### config.mk
export PLATFORM = sky130hd
export DESIGN_NAME = abmx_mac_lane
export DESIGN_NICKNAME = d
export VERILOG_FILES = /design/src/hdl/abmx_pkg.sv /design/src/hdl/abmx_mac_lane.sv
export SDC_FILE = /design/constraint.sdc
export NUM_CORES = 2
export LEC_CHECK = 0
export ABC_AREA = 1
export BUFFER_PORTS_ARGS = -buffer_cell sky130_fd_sc_hd__buf_4
export CAP_MARGIN = 15
export CORE_AREA = 2 2 476 478
export DETAILED_ROUTE_END_ITERATION = 8
export DIE_AREA = 0 0 478 480
export PLACE_DENSITY_LB_ADDON = 0.05
export SKIP_CTS_REPAIR_TIMING = 1
export SLEW_MARGIN = 20
export SYNTH_ARGS = -nofsm -noshare
export SYNTH_HDL_FRONTEND = slang
export SYNTH_SLANG_ARGS = --single-unit
### constraint.sdc
create_clock -name clk -period 9.2 [get_ports clk]
set_input_delay 1.38 -clock clk [delete_from_list [all_inputs] [get_ports clk]]
set_output_delay 1.38 -clock clk [all_outputs]
set_load 0.01 [all_outputs]
### src/hdl/abmx_pkg.sv
package abmx_pkg;

	// Sample and coefficient formats.
	localparam int SAMPLE_BITS    = 24;
	localparam int COEF_BITS      = 16;
	localparam int COEF_FRAC_BITS = 14;
	localparam int NUM_CH         = 4;
	localparam int ROW_BITS       = NUM_CH * COEF_BITS;

	// Output gains are Q.15 and need one bit beyond 16 for the N3D value.
	localparam int GAIN_BITS = 17;
	localparam int GAIN_FRAC = 15;

	localparam int PROD_W  = SAMPLE_BITS + COEF_BITS;
	localparam int ACC_W   = PROD_W + 2;
	localparam int GPROD_W = SAMPLE_BITS + GAIN_BITS;
	localparam int SAT_IN_W = 64;

	// Output queue.
	localparam int FIFO_DEPTH = 8;
	localparam int PTR_W      = $clog2(FIFO_DEPTH);
	localparam int CNT_W      = $clog2(FIFO_DEPTH + 1);

	// Configuration register indexes.
	localparam int CFG_IDX_W = 3;
	localparam logic [CFG_IDX_W-1:0] REG_ROW0   = 3'd0;
	localparam logic [CFG_IDX_W-1:0] REG_ROW1   = 3'd1;
	localparam logic [CFG_IDX_W-1:0] REG_ROW2   = 3'd2;
	localparam logic [CFG_IDX_W-1:0] REG_ROW3   = 3'd3;
	localparam logic [CFG_IDX_W-1:0] REG_MUTE   = 3'd4;
	localparam logic [CFG_IDX_W-1:0] REG_INVERT = 3'd5;
	localparam logic [CFG_IDX_W-1:0] REG_MODE   = 3'd6;
	localparam logic [CFG_IDX_W-1:0] REG_NORM   = 3'd7;
	localparam int CFG_DATA_W = 64;

	// Normalisation format codes.
	localparam logic [1:0] FMT_FUMA = 2'd0;
	localparam logic [1:0] FMT_N3D  = 2'd1;

	// Mode flag bit positions.
	localparam int MODE_MATRIX  = 0;
	localparam int MODE_ENDFIRE = 1;

	typedef logic signed [SAMPLE_BITS-1:0] sample_t;
	typedef logic signed [COEF_BITS-1:0]   coef_t;
	typedef logic signed [GAIN_BITS-1:0]   gain_t;
	typedef logic signed [PROD_W-1:0]      prod_t;
	typedef logic signed [ACC_W-1:0]       acc_t;
	typedef logic signed [GPROD_W-1:0]     gprod_t;
	typedef logic signed [SAT_IN_W-1:0]    wide_t;
	typedef logic [ROW_BITS-1:0]           row_t;

	localparam gain_t GAIN_UNITY = 17'sd32768;
	localparam gain_t GAIN_FUMA  = 17'sd23170;
	localparam gain_t GAIN_N3D   = 17'sd56754;

	// One finished frame as it waits in the output queue.
	typedef struct packed {
		logic    last;
		sample_t z;
		sample_t y;
		sample_t x;
		sample_t w;
	} out_item_t;

	// Clamp a wide signed value to the sample range.
	function automatic sample_t sat(input wide_t v);
		wide_t hi;
		wide_t lo;
		hi = {{(SAT_IN_W-SAMPLE_BITS+1){1'b0}}, {(SAMPLE_BITS-1){1'b1}}};
		lo = ~hi;
		if (v > hi) begin
			sat = hi[SAMPLE_BITS-1:0];
		end else if (v < lo) begin
			sat = lo[SAMPLE_BITS-1:0];
		end else begin
			sat = v[SAMPLE_BITS-1:0];
		end
	endfunction

	// Gain for one output channel; W is never inverted.
	function automatic gain_t gain_sel(input logic [1:0] fmt, input logic inv,
			input logic is_w);
		gain_t g;
		g = GAIN_UNITY;
		if (is_w && fmt == FMT_FUMA) begin
			g = GAIN_FUMA;
		end else if (!is_w && fmt == FMT_N3D) begin
			g = GAIN_N3D;
		end
		if (inv && !is_w) begin
			g = -g;
		end
		gain_sel = g;
	endfunction

endpackage

### src/hdl/abmx_mac_lane.sv
module abmx_mac_lane (
	input  logic                clk,
	input  abmx_pkg::sample_t   x [abmx_pkg::NUM_CH],
	input  abmx_pkg::sample_t   x_own,
	input  abmx_pkg::row_t      row,
	input  logic                mat_en,
	output abmx_pkg::sample_t   y_s2
);

	abmx_pkg::prod_t   prod_s1 [abmx_pkg::NUM_CH];
	abmx_pkg::sample_t own_s1;
	abmx_pkg::acc_t    acc;
	abmx_pkg::acc_t    rnd;
	abmx_pkg::acc_t    shifted;
	abmx_pkg::acc_t    half;

	// First stage: the four coefficient products of this output row.
	always_ff @(posedge clk) begin
		for (int k = 0; k < abmx_pkg::NUM_CH; k++) begin
			prod_s1[k] <= $signed(row[k*abmx_pkg::COEF_BITS +: abmx_pkg::COEF_BITS])
				* $signed(x[k]);
		end
		own_s1 <= x_own;
	end

	assign half = {{(abmx_pkg::ACC_W-abmx_pkg::COEF_FRAC_BITS){1'b0}}, 1'b1,
		{(abmx_pkg::COEF_FRAC_BITS-1){1'b0}}};

	always_comb begin
		acc = '0;
		for (int k = 0; k < abmx_pkg::NUM_CH; k++) begin
			acc = acc + abmx_pkg::ACC_W'(prod_s1[k]);
		end
		rnd     = acc + half;
		shifted = rnd >>> abmx_pkg::COEF_FRAC_BITS;
	end

	// Second stage: rounded, clamped row sum, or the muted input unchanged.
	always_ff @(posedge clk) begin
		if (mat_en) begin
			y_s2 <= abmx_pkg::sat(abmx_pkg::SAT_IN_W'(shifted));
		end else begin
			y_s2 <= own_s1;
		end
	end

endmodule

* Yosys cells after proc, flatten, opt, wreduce, memory -nomap -nowiden
Memories as Yosys holds them, arrays and structs flattened.
Index checks and enable logic that the tools add are counted.
** Storage, ports and cells
- Flip-flop bits (word level) :: 48
- Bits in writable memories :: 160
- Input bits :: 186
- Output and inout bits :: 24
- Word-level logic and storage cells :: 16
- Memories :: 1
** Memory list
- prod_s1 :: words 4, width 40, rd ports 4, clocked after Yosys merged registers in 0, write ports 4, line abmx_mac_lane.sv:10 : abmx_pkg::prod_t prod_s1 [abmx_pkg::NUM_CH];
** Operators by class
- $add $sub $neg :: 4
- $mul :: 4
- Magnitude comparators :: 2
- Multiplexer cells :: 3
** Operators by type and width (count)
- $mul 16x24->40 :: 4
- $mux 24 :: 3
- $add 41x40->42 :: 1
- $add 42x15->42 const B :: 1
- $add 42x40->42 :: 1
- $add 40x40->41 :: 1
- $gt 28x24->1 const B :: 1
- $lt 28x24->1 const B :: 1

* Depth between registers and ports, before layout
An unclocked memory read counts as a cell.
- Word-level depth :: 9
- Gate-level depth with buffers :: 29
- Mapped depth without buffers :: 27

* Worst setup path after synthesis
OpenSTA, ideal clock, no wires.
- Path type :: input to register
- Start :: in x[86] in the netlist's numbering
- End :: mem prod_s1[0][26] in the netlist's numbering
- Library setup time :: 127 ps
- Arrival :: 6642 ps
- Data required time :: 9073 ps
- Setup slack :: 2431 ps
- Stages on the path :: 24
- Path buffers :: 2
- Path through :: clkbuf_1 clkbuf_1 nand2_1 fa_1 inv_1 fa_1 inv_1 fa_1 inv_1 fa_1 fa_1 inv_1 fa_1 inv_1 ha_1 a21oi_1 inv_1 nor2_1 o21ai_0 a31oi_1 o21ai_1 a21oi_1 o21ai_0 xor2_1
** RTL lines
- from (decl) :: line abmx_mac_lane.sv:3 : input abmx_pkg::sample_t x [abmx_pkg::NUM_CH],
- to (decl) :: line abmx_mac_lane.sv:10

==> reports/qor.csv <==
metric,value,unit
Placer Congestion,0.859,
initial antenna violation count,3,
Most used DFF post-synth,dfxtp_1,
register bit count reported by yosys,208,
HP Class,flip-flop to flip-flop,
Synth warnings,0,
largest net degree at the start of global routing,26,
Setup crit end kind,flip-flop,
CTS H-tree lvls,1,
core area,0.224,sq mm
Rel. slew slack,28.3,%
vias per std cell,4.37,
Area Overhead vs Synth,7.48,%
GRT Util Overall,18.8,%
WHS,0.437,ns
final setup vio count,0,
Max Root-Sink Buffers,3,
Final Hold Violating Endpoints,0,
Synth Net Count,10600,
"EDFF count, synth",0,
Post-synth ARST share,0,%
Avg Inst Size Synth,8.01,sq um
Max Cap Viol,0,
cell area after synthesis,0.0670,sq mm
CTS tree,built,
worst-margin pin slew,1.07,ns
"Distinct cells, synth",48,
Rows,174,
Worst Skew,0.0227,ns
clk_lat worst skew,0.57,ns
GR Overflow Total,0,
first-pass GRT wire length,332000,um
antenna-violating nets left,0,
top-area cell type share of the netlist area,47.1,%
Syn Inst Count,8358,
share of cells above drive strength 1,4.58,%
vias in the first global route,55100,
Startpoint Class,primary input,
"area leader, netlist",fa_1,
"count leader, synth",inv_1,
DRC,0,
DP HPWL,178000,um
Clock transition at path regs,0.06,ns
DR vias,49400,
Post-Route WL,209000,um
Slew Limit Fails,0,
WL/cell,18.5,um
Synth top cells by count,"inv_1 (2709), nand2_1 (1922), fa_1 (1576)",
Pre-antenna DRT Iters,5,
Crit path arrival time,7.51,ns
I/O Buffers,209,
fmax,0.141,GHz
critical path peak fanout,25,
Post-Place Cells,11300,
initial core utilization,29.9,%
fin cells,11300,
die height,480,um
Final nets,10500,
Setup TNS,0,ns
worst path required time,9.63,ns
number of CTS-inserted buffers,24,
Tmin final,7.08,ns
sequential fraction of the synthesis area,6.22,%
Top Ports,210,
unrepaired setup endpoints after global routing,no,
die area,0.229,sq mm
Root Driver,clkbuf_16,
top cells by area in the synthesized netlist,"fa_1 (47%), inv_1 (15%), nand2_1 (11%)",
number of antenna diodes,0,
status,"complete, no violations",
period utilization,77.0,%
CTS Sinks,208,
critical path start-end classification,primary input to flip-flop,
die width,478,um
Initial DRC Count,2391,
==> path summary, 6_finish.rpt <==
check                      start             end  slack (ns)  cells past startpoint
setup / recovery         row[47]  prod_s1[2][39]        2.12                     23
setup reg to reg  prod_s1[3][12]         y_s2[0]        4.44                     19
hold / removal        own_s1[23]        y_s2[23]        0.44                      2
hold reg to reg       own_s1[23]        y_s2[23]        0.44                      2
==> flip-flops by register name (all words and copies together) (netlist names) <==
name / cells
prod_s1: 160
y_s2: 24
own_s1: 24
==> critical path, cell delays in order <==
cell and delay [ns]:
buf_4 0.11, inv_1 0.74, or2_2 0.25, fa_1 0.42, fa_1 0.50, inv_1 0.05
fa_1 0.49, fa_1 0.42, fa_1 0.49, inv_1 0.05, fa_1 0.49, inv_1 0.05
ha_1 0.40, nand2_1 0.10, nor2_1 0.16, inv_1 0.09, nor2_1 0.10, inv_1 0.05
o21ai_0 0.57, nand2_1 0.12, nand3_1 0.19, a31oi_1 0.11, xor2_1 0.15
==> stage by stage <==
stage / setup WS (ns) / instance area (sq um) / util, %
2_1_floorplan: 2.43 / 67000 / -
3_3_place_gp: 1.68 / 71100 / 31.8
3_5_place_dp: 1.63 / 71100 / 31.8
4_1_cts: 2.25 / 72000 / 32.1
5_1_grt: 1.87 / 72000 / 32.1
6_report: 2.12 / 72000 / 32.1
==> placed cells by master (no fill, tap or decap), types with 12 or more instances in the layout <==
cell,netlist,final
xor2_1,124,124
a21o_1,19,19
nor3_1,13,13
o21bai_1,18,18
inv_2,17,17
dfxtp_1,208,208
a21oi_2,24,24
nand2_2,34,34
inv_1,2709,2709
nand4_1,23,23
a31oi_1,24,24
a21oi_1,218,218
nor2_1,282,282
o21ai_0,102,102
xnor2_1,78,78
fa_1,1576,1576
or2_2,22,22
buf_4,0,211
ha_1,469,469
nand3_1,77,77
o21ai_1,12,12
nand2_1,1922,1922
nor2_2,16,16
clkbuf_16,0,24
==> kinds of logic (layout without fill, tap and decap cells) <==
logic type,Yosys count,in the layout,share of synthesized area [%]
DFF,208,208,6.22
buffers and inverters,3026,2980,17.0
AOI/OAI and AO/OA,463,463,4.00
and+or+nand+nor,2414,2414,14.2
xor gates and xnor gates,202,202,2.64
adders and majority gates,2045,2045,55.9
==> cell type report <==
| type | instances | area, sq um |
|---|---|---|
| Clock buffer | 31 | 657 |
| Clock inverter | 12 | 198 |
| Fill cell | 24200 | 152000 |
| Inverter | 2726 | 10200 |
| Multi-Input combinational cell | 5124 | 51400 |
| Sequential cell | 208 | 4160 |
| Tap cell | 2992 | 3740 |
| Timing Repair Buffer | 211 | 1580 |
==> metal layers <==
layer	vias up	wire [um]	part of all wire [%]	GRT usage, %
met2	763	101000	48	32.2
met4	0	2550	1.2	2.13
met5	-	0	0	0
li1	23200	-	-	-
met1	25300	99000	47	26.6
met3	141	6520	3.1	1.33
Power is left out: the tool's default activity adds up to more than one toggle a clock period on the data nets, which glitch-free logic cannot reach.
