**src/hdl/abmx_pkg.sv**
```systemverilog
package abmx_pkg;

	// Sample and coefficient formats.
	localparam int SAMPLE_BITS    = 24;
	localparam int COEF_BITS      = 16;
	localparam int COEF_FRAC_BITS = 14;
	localparam int NUM_CH         = 4;
	localparam int ROW_BITS       = NUM_CH * COEF_BITS;

	// Output gains are Q.15 and need one bit beyond 16 for the N3D value.
	localparam int GAIN_BITS = 17;
	localparam int GAIN_FRAC = 15;

	localparam int PROD_W  = SAMPLE_BITS + COEF_BITS;
	localparam int ACC_W   = PROD_W + 2;
	localparam int GPROD_W = SAMPLE_BITS + GAIN_BITS;
	localparam int SAT_IN_W = 64;

	// Output queue.
	localparam int FIFO_DEPTH = 8;
	localparam int PTR_W      = $clog2(FIFO_DEPTH);
	localparam int CNT_W      = $clog2(FIFO_DEPTH + 1);

	// Configuration register indexes.
	localparam int CFG_IDX_W = 3;
	localparam logic [CFG_IDX_W-1:0] REG_ROW0   = 3'd0;
	localparam logic [CFG_IDX_W-1:0] REG_ROW1   = 3'd1;
	localparam logic [CFG_IDX_W-1:0] REG_ROW2   = 3'd2;
	localparam logic [CFG_IDX_W-1:0] REG_ROW3   = 3'd3;
	localparam logic [CFG_IDX_W-1:0] REG_MUTE   = 3'd4;
	localparam logic [CFG_IDX_W-1:0] REG_INVERT = 3'd5;
	localparam logic [CFG_IDX_W-1:0] REG_MODE   = 3'd6;
	localparam logic [CFG_IDX_W-1:0] REG_NORM   = 3'd7;
	localparam int CFG_DATA_W = 64;

	// Normalisation format codes.
	localparam logic [1:0] FMT_FUMA = 2'd0;
	localparam logic [1:0] FMT_N3D  = 2'd1;

	// Mode flag bit positions.
	localparam int MODE_MATRIX  = 0;
	localparam int MODE_ENDFIRE = 1;

	typedef logic signed [SAMPLE_BITS-1:0] sample_t;
	typedef logic signed [COEF_BITS-1:0]   coef_t;
	typedef logic signed [GAIN_BITS-1:0]   gain_t;
	typedef logic signed [PROD_W-1:0]      prod_t;
	typedef logic signed [ACC_W-1:0]       acc_t;
	typedef logic signed [GPROD_W-1:0]     gprod_t;
	typedef logic signed [SAT_IN_W-1:0]    wide_t;
	typedef logic [ROW_BITS-1:0]           row_t;

	localparam gain_t GAIN_UNITY = 17'sd32768;
	localparam gain_t GAIN_FUMA  = 17'sd23170;
	localparam gain_t GAIN_N3D   = 17'sd56754;

	// One finished frame as it waits in the output queue.
	typedef struct packed {
		logic    last;
		sample_t z;
		sample_t y;
		sample_t x;
		sample_t w;
	} out_item_t;

	// Clamp a wide signed value to the sample range.
	function automatic sample_t sat(input wide_t v);
		wide_t hi;
		wide_t lo;
		hi = {{(SAT_IN_W-SAMPLE_BITS+1){1'b0}}, {(SAMPLE_BITS-1){1'b1}}};
		lo = ~hi;
		if (v > hi) begin
			sat = hi[SAMPLE_BITS-1:0];
		end else if (v < lo) begin
			sat = lo[SAMPLE_BITS-1:0];
		end else begin
			sat = v[SAMPLE_BITS-1:0];
		end
	endfunction

	// Gain for one output channel; W is never inverted.
	function automatic gain_t gain_sel(input logic [1:0] fmt, input logic inv,
			input logic is_w);
		gain_t g;
		g = GAIN_UNITY;
		if (is_w && fmt == FMT_FUMA) begin
			g = GAIN_FUMA;
		end else if (!is_w && fmt == FMT_N3D) begin
			g = GAIN_N3D;
		end
		if (inv && !is_w) begin
			g = -g;
		end
		gain_sel = g;
	endfunction

endpackage

```
**src/hdl/abmx_gain_lane.sv**
```systemverilog
module abmx_gain_lane (
	input  logic                clk,
	input  abmx_pkg::sample_t   y,
	input  abmx_pkg::gain_t     gain,
	output abmx_pkg::sample_t   res
);

	abmx_pkg::gprod_t gprod_s3;
	abmx_pkg::gprod_t half;
	abmx_pkg::gprod_t rnd;
	abmx_pkg::gprod_t shifted;

	always_ff @(posedge clk) begin
		gprod_s3 <= y * gain;
	end

	assign half = {{(abmx_pkg::GPROD_W-abmx_pkg::GAIN_FRAC){1'b0}}, 1'b1,
		{(abmx_pkg::GAIN_FRAC-1){1'b0}}};
	assign rnd     = gprod_s3 + half;
	assign shifted = rnd >>> abmx_pkg::GAIN_FRAC;
	assign res     = abmx_pkg::sat(abmx_pkg::SAT_IN_W'(shifted));

endmodule

```
**config.mk**
```make
export PLATFORM = sky130hd
export DESIGN_NAME = abmx_gain_lane
export DESIGN_NICKNAME = d
export VERILOG_FILES = /design/src/hdl/abmx_pkg.sv /design/src/hdl/abmx_gain_lane.sv
export SDC_FILE = /design/constraint.sdc
export NUM_CORES = 1
export LEC_CHECK = 0
export BUFFER_PORTS_ARGS = -buffer_cell sky130_fd_sc_hd__buf_2
export CORE_AREA = 2 2 213 215
export DETAILED_ROUTE_END_ITERATION = 10
export DIE_AREA = 0 0 215 217
export PLACE_DENSITY_LB_ADDON = 0.08
export SLEW_MARGIN = 20
export SYNTH_ARGS = -nofsm -noshare
export SYNTH_HDL_FRONTEND = slang
export SYNTH_SLANG_ARGS = --single-unit
```
**constraint.sdc**
```tcl
create_clock -name clk -period 8.73 [get_ports clk]
set_input_delay 1.746 -clock clk [delete_from_list [all_inputs] [get_ports clk]]
set_output_delay 1.746 -clock clk [all_outputs]
set_load 0.03 [all_outputs]
```
## After elaboration in Yosys (flattened, before gate mapping)

Index checks and enable logic that the tools add are counted.

| word-level totals | value |
|---|---|
| logic and storage cells | 7 |
| RAM bits | 0 |
| latch bits | 0 |
| ROM bits | 0 |
| memories | 0 |
| output and inout bits | 24 |
| bits in registers | 41 |

| operators by class | value |
|---|---|
| muxes and demuxes | 2 |
| add/sub/neg operators | 1 |
| order comparisons | 2 |
| bitwise gates (word level) | 0 |
| reduce and logical (&&, ||, !) cells | 0 |
| multiply operators | 1 |
| eq/ne operators | 0 |
| div/mod/pow operators | 0 |
| shifts and indexed selects | 0 |

Operators with widths:

| cell | number |
|---|---|
| two-way mux 24 bit | 2 |
| adder 41 x 16 -> 41 bit (second input constant) | 1 |
| multiplier 24 x 17 -> 41 bit | 1 |
| > comparator 26 x 24 -> 1 bit (second input constant) | 1 |
| < comparator 26 x 24 -> 1 bit (second input constant) | 1 |

## Longest topological paths before layout

| depth | value |
|---|---|
| depth in word-level cells | 4 |
| depth in mapped cells | 24 |
| depth with buffers taken out | 23 |

## Least setup slack after synthesis

OpenSTA, ideal clock, no wires.

| timing path | value |
|---|---|
| kind | in2reg |
| start point | in y[23] |
| end point | reg gprod_s3[40] |
| cell stages on the path | 18 |
| required time | 8,609 ps |
| setup time | 121 ps |
| data arrival time | 7,332 ps |
| slack | 1,277 ps |
| cells stage by stage | clkbuf_1 -> nand2_1 -> fa_1 -> inv_1 -> fa_1 -> fa_1 -> fa_1 -> fa_1 -> fa_1 -> ha_1 -> a21oi_1 -> o21bai_1 -> a2111oi_0 -> o41ai_1 -> or3_1 -> a211oi_1 -> nor3_1 -> xnor2_1 |

| on the way | value |
|---|---|
| longest elaborated chain between the ends | 1 |

Ends and longest elaborated chain:

| what | line | RTL |
|---|---|---|
| from (decl) | abmx_gain_lane.sv:3 | `input abmx_pkg::sample_t y,` |
| multiplier 24 x 17 -> 41 bit | abmx_gain_lane.sv:14 | `gprod_s3 <= y * gain;` |
| to (signal assigned) | abmx_gain_lane.sv:14 |  |
| to (decl) | abmx_gain_lane.sv:8 | `abmx_pkg::gprod_t gprod_s3;` |

Every way passes these cells.

## Worst setup path in the final report

| timing path | value |
|---|---|
| start point | in gain[5] |
| end point | reg gprod_s3[40] |

| on the way | value |
|---|---|
| longest elaborated chain between the ends | 1 |

Ends and longest elaborated chain:

| what | line | RTL |
|---|---|---|
| from (decl) | abmx_gain_lane.sv:4 | `input abmx_pkg::gain_t gain,` |
| multiplier 24 x 17 -> 41 bit | abmx_gain_lane.sv:14 |  |

Every way passes these cells.

==> out/metrics.csv <==
stage,metric,value,unit
outcome,outcome,finished clean,
cells_and_area,antenna_cells,0,
grt,busiest_layer,met2,
cells_and_area,top_regs,gprod_s3: 27 flops,
timing,finalHoldViolCount,0,
floorplan,dieArea,0.0467,mm2
grt,grt_max_degree,25,
clocking,cts_root_buffer,clkbuf_16,
clocking,clk_pin_slew,0.06,ns
clocking,ctsHoldBuffers,0,
worst_setup_path,crit_path_start_kind,input pin,
yosys,synth_top_area_share,52.1,%
place,dp_hpwl,35900,um
yosys,ys_ff_latch,27,
yosys,syn_nets,2225,
clocking,cts_setup_buffers,0,
floorplan,io_pins,66,
yosys,netlist_area,0.0154,mm2
worst_hold_path,hold_class,in -> reg,
worst_setup_path,criticalPathCategory,in -> reg,
clocking,cts_buffers,3,
cells_and_area,fillers,4738,
cells_and_area,fin_nets,2256,
drt,wl_per_cell,18.4,um
yosys,ys_warn_count,0,
grt,grt_overflow_total,0,
cells_and_area,drive_gt1_share,6.17,%
clocking,numClockSinks,27,
worst_setup_path,path_delay_family,adder cells,
timing,period_share,89.8,%
grt,grt_pass1_vias,12508,
clocking,clockBufferDepth,2,
floorplan,initial_utilization,34.4,%
drt,drc,0,
yosys,ys_types,60,
timing,fin_crit,7.84,ns
drt,first_iter_violations,529,
place,place_ws,0.615,ns
yosys,synth_top_area_cell,fa_1,
floorplan,die_h,217,um
worst_setup_path,crit_path_cell_trace,buf_2 -> nand2_1 -> fa_1 -> inv_1 -> fa_1 -> fa_1 -> fa_1 -> fa_1 -> fa_1 -> ha_1 -> inv_2 -> nor4_1 -> nand3_1 -> or4_1 -> o31ai_1 -> a211oi_1 -> nor3_1 -> xnor2_1,
grt,met1_usage,26.2,%
worst_setup_path,cp_max_fo,14,
yosys,syn_area_per_cell,9.11,um2
drt,ant_nets,0,
yosys,ys.flop_type,dfxtp_1,
timing,tightest_slew,0.801,ns
worst_setup_path,worst-path-buf-inv,3,
floorplan,die-width,215,um
yosys,ys_seq_area_share,3.52,%
grt,antenna_found_initial,1,
yosys,synthCells,1687,
clocking,cts_resized,0,
worst_setup_path,required,8.92,ns
floorplan,fp.coreArea,0.0447,mm2
grt,grt_pass1_wl,69900,um
worst_hold_path,min-delay-start,y[0],
yosys,async_reset_ff_share,0,%
worst_setup_path,path_common_cell,fa_1,
timing,clock.fmax,128,MHz
grt,gr-usage-met2,35.3,%
timing,finalSetupViolations,0,
drt,avgViaCountPerCell,4.72,
yosys,synth_edf_count,0,
clocking,cts_tree,done,
timing,slew_violations,0,
grt,grtUsageTotal,19.5,%
timing,rsz0062_at_grt,false,
drt,num_vias,10946,
place,io_buffers,65,
yosys,synthTopCellsByArea,"fa_1, inv_1, ha_1",
worst_hold_path,hold_path_end,gprod_s3[16],
timing,relSlewSlack,46.5,%
timing,fin_setup_tns,0,ns
flow_run,cap_viol_max_count,0,
cells_and_area,mostFrequentLayoutCell,inv_1,
clocking,htree_levels,1,
cells_and_area,multi_input_area,0.0130,mm2
timing,setup_ws,0.888,ns
place,gp_congestion,0.796,
worst_setup_path,end_kind,register,
grt,grt_use_met3,1.83,%
worst_hold_path,worstHoldPathCells,7,
floorplan,rows,78,
timing,whs,2.70,ns
cells_and_area,final_core_util,36.8,%
cells_and_area,seqCellArea,541,um2
cells_and_area,final_cell_mix,"inv_1, fa_1, nand2_1, and2_1, ha_1",
worst_setup_path,cp_slowest_cell,fa_1,
worst_setup_path,worstPathArrival,8.03,ns
cells_and_area,largest_reg_flops,27,
cells_and_area,areaGrowthSynthToFinish,7.13,%
drt,firstDrtPassIters,5,
drt,drt-total-wl,42700,um
cells_and_area,top_register,gprod_s3,
worst_setup_path,slowest_delay,0.78,ns
how the worst max path moves through the flow:
stage,startpoint,endpoint,slack (ns),depth (start not counted)
global placement,gain[5],gprod_s3[40],0.70,18
floorplan,y[23],gprod_s3[40],1.28,18
global route,gain[5],gprod_s3[40],0.46,18
finish,gain[5],gprod_s3[40],0.89,18
detailed placement,gain[5],gprod_s3[40],0.62,18
CTS,gain[5],gprod_s3[40],0.88,18
metal layers:
metal / vias to the layer above / part of all wire (%)
li1: 4979 / -
met1: 5789 / 45
met2: 159 / 50
met3: 19 / 3.3
met4: 0 / 0.98
met5: - / 0
metrics by stage:
step,instances,instance area (um2)
2_1_floorplan,1687,15400
3_3_place_gp,2313,16400
3_5_place_dp,2313,16400
4_1_cts,2317,16500
5_1_grt,2317,16500
6_report,2317,16500
cell usage after synthesis (all sizes together), types with 2 or more instances:
cell	number
and2	172
mux2i	2
nor4	3
nand2b	7
o21bai	6
o211ai	6
a2111oi	2
nand3b	2
a221oi	2
nor3	15
ha	96
or3	3
o311ai	4
o41ai	2
fa	400
a211oi	4
or4	2
nand4	7
xor2	20
nor2	42
a21oi	29
inv	427
a21o	2
o21a	4
o21ai	28
o31ai	3
nand3	15
and3	7
xnor2	32
a31oi	4
clkbuf	62
dfxtp	27
nand2	232
and4	4
area by class of cell:
type	instances	share of cell area, %
multi-input combinational	1171	78.9
clock buffer	4	0.479
sequential	27	3.28
tap	600	4.56
inverter	427	9.74
timing repair buffer	88	3.03
logic make-up after synthesis:
kind of cell / synth area share [%]
AND/OR/NAND/NOR: 16.5
XOR/XNOR: 2.96
AO/OA/AOI/OAI: 4.95
multiplexers: 0.130
flip-flops: 3.52
buffers and inverters: 12.0
adder cells (fa/ha/maj): 59.9
Power is left out: the tool's default activity adds up to more than one toggle a clock period on the data nets, which glitch-free logic cannot reach.
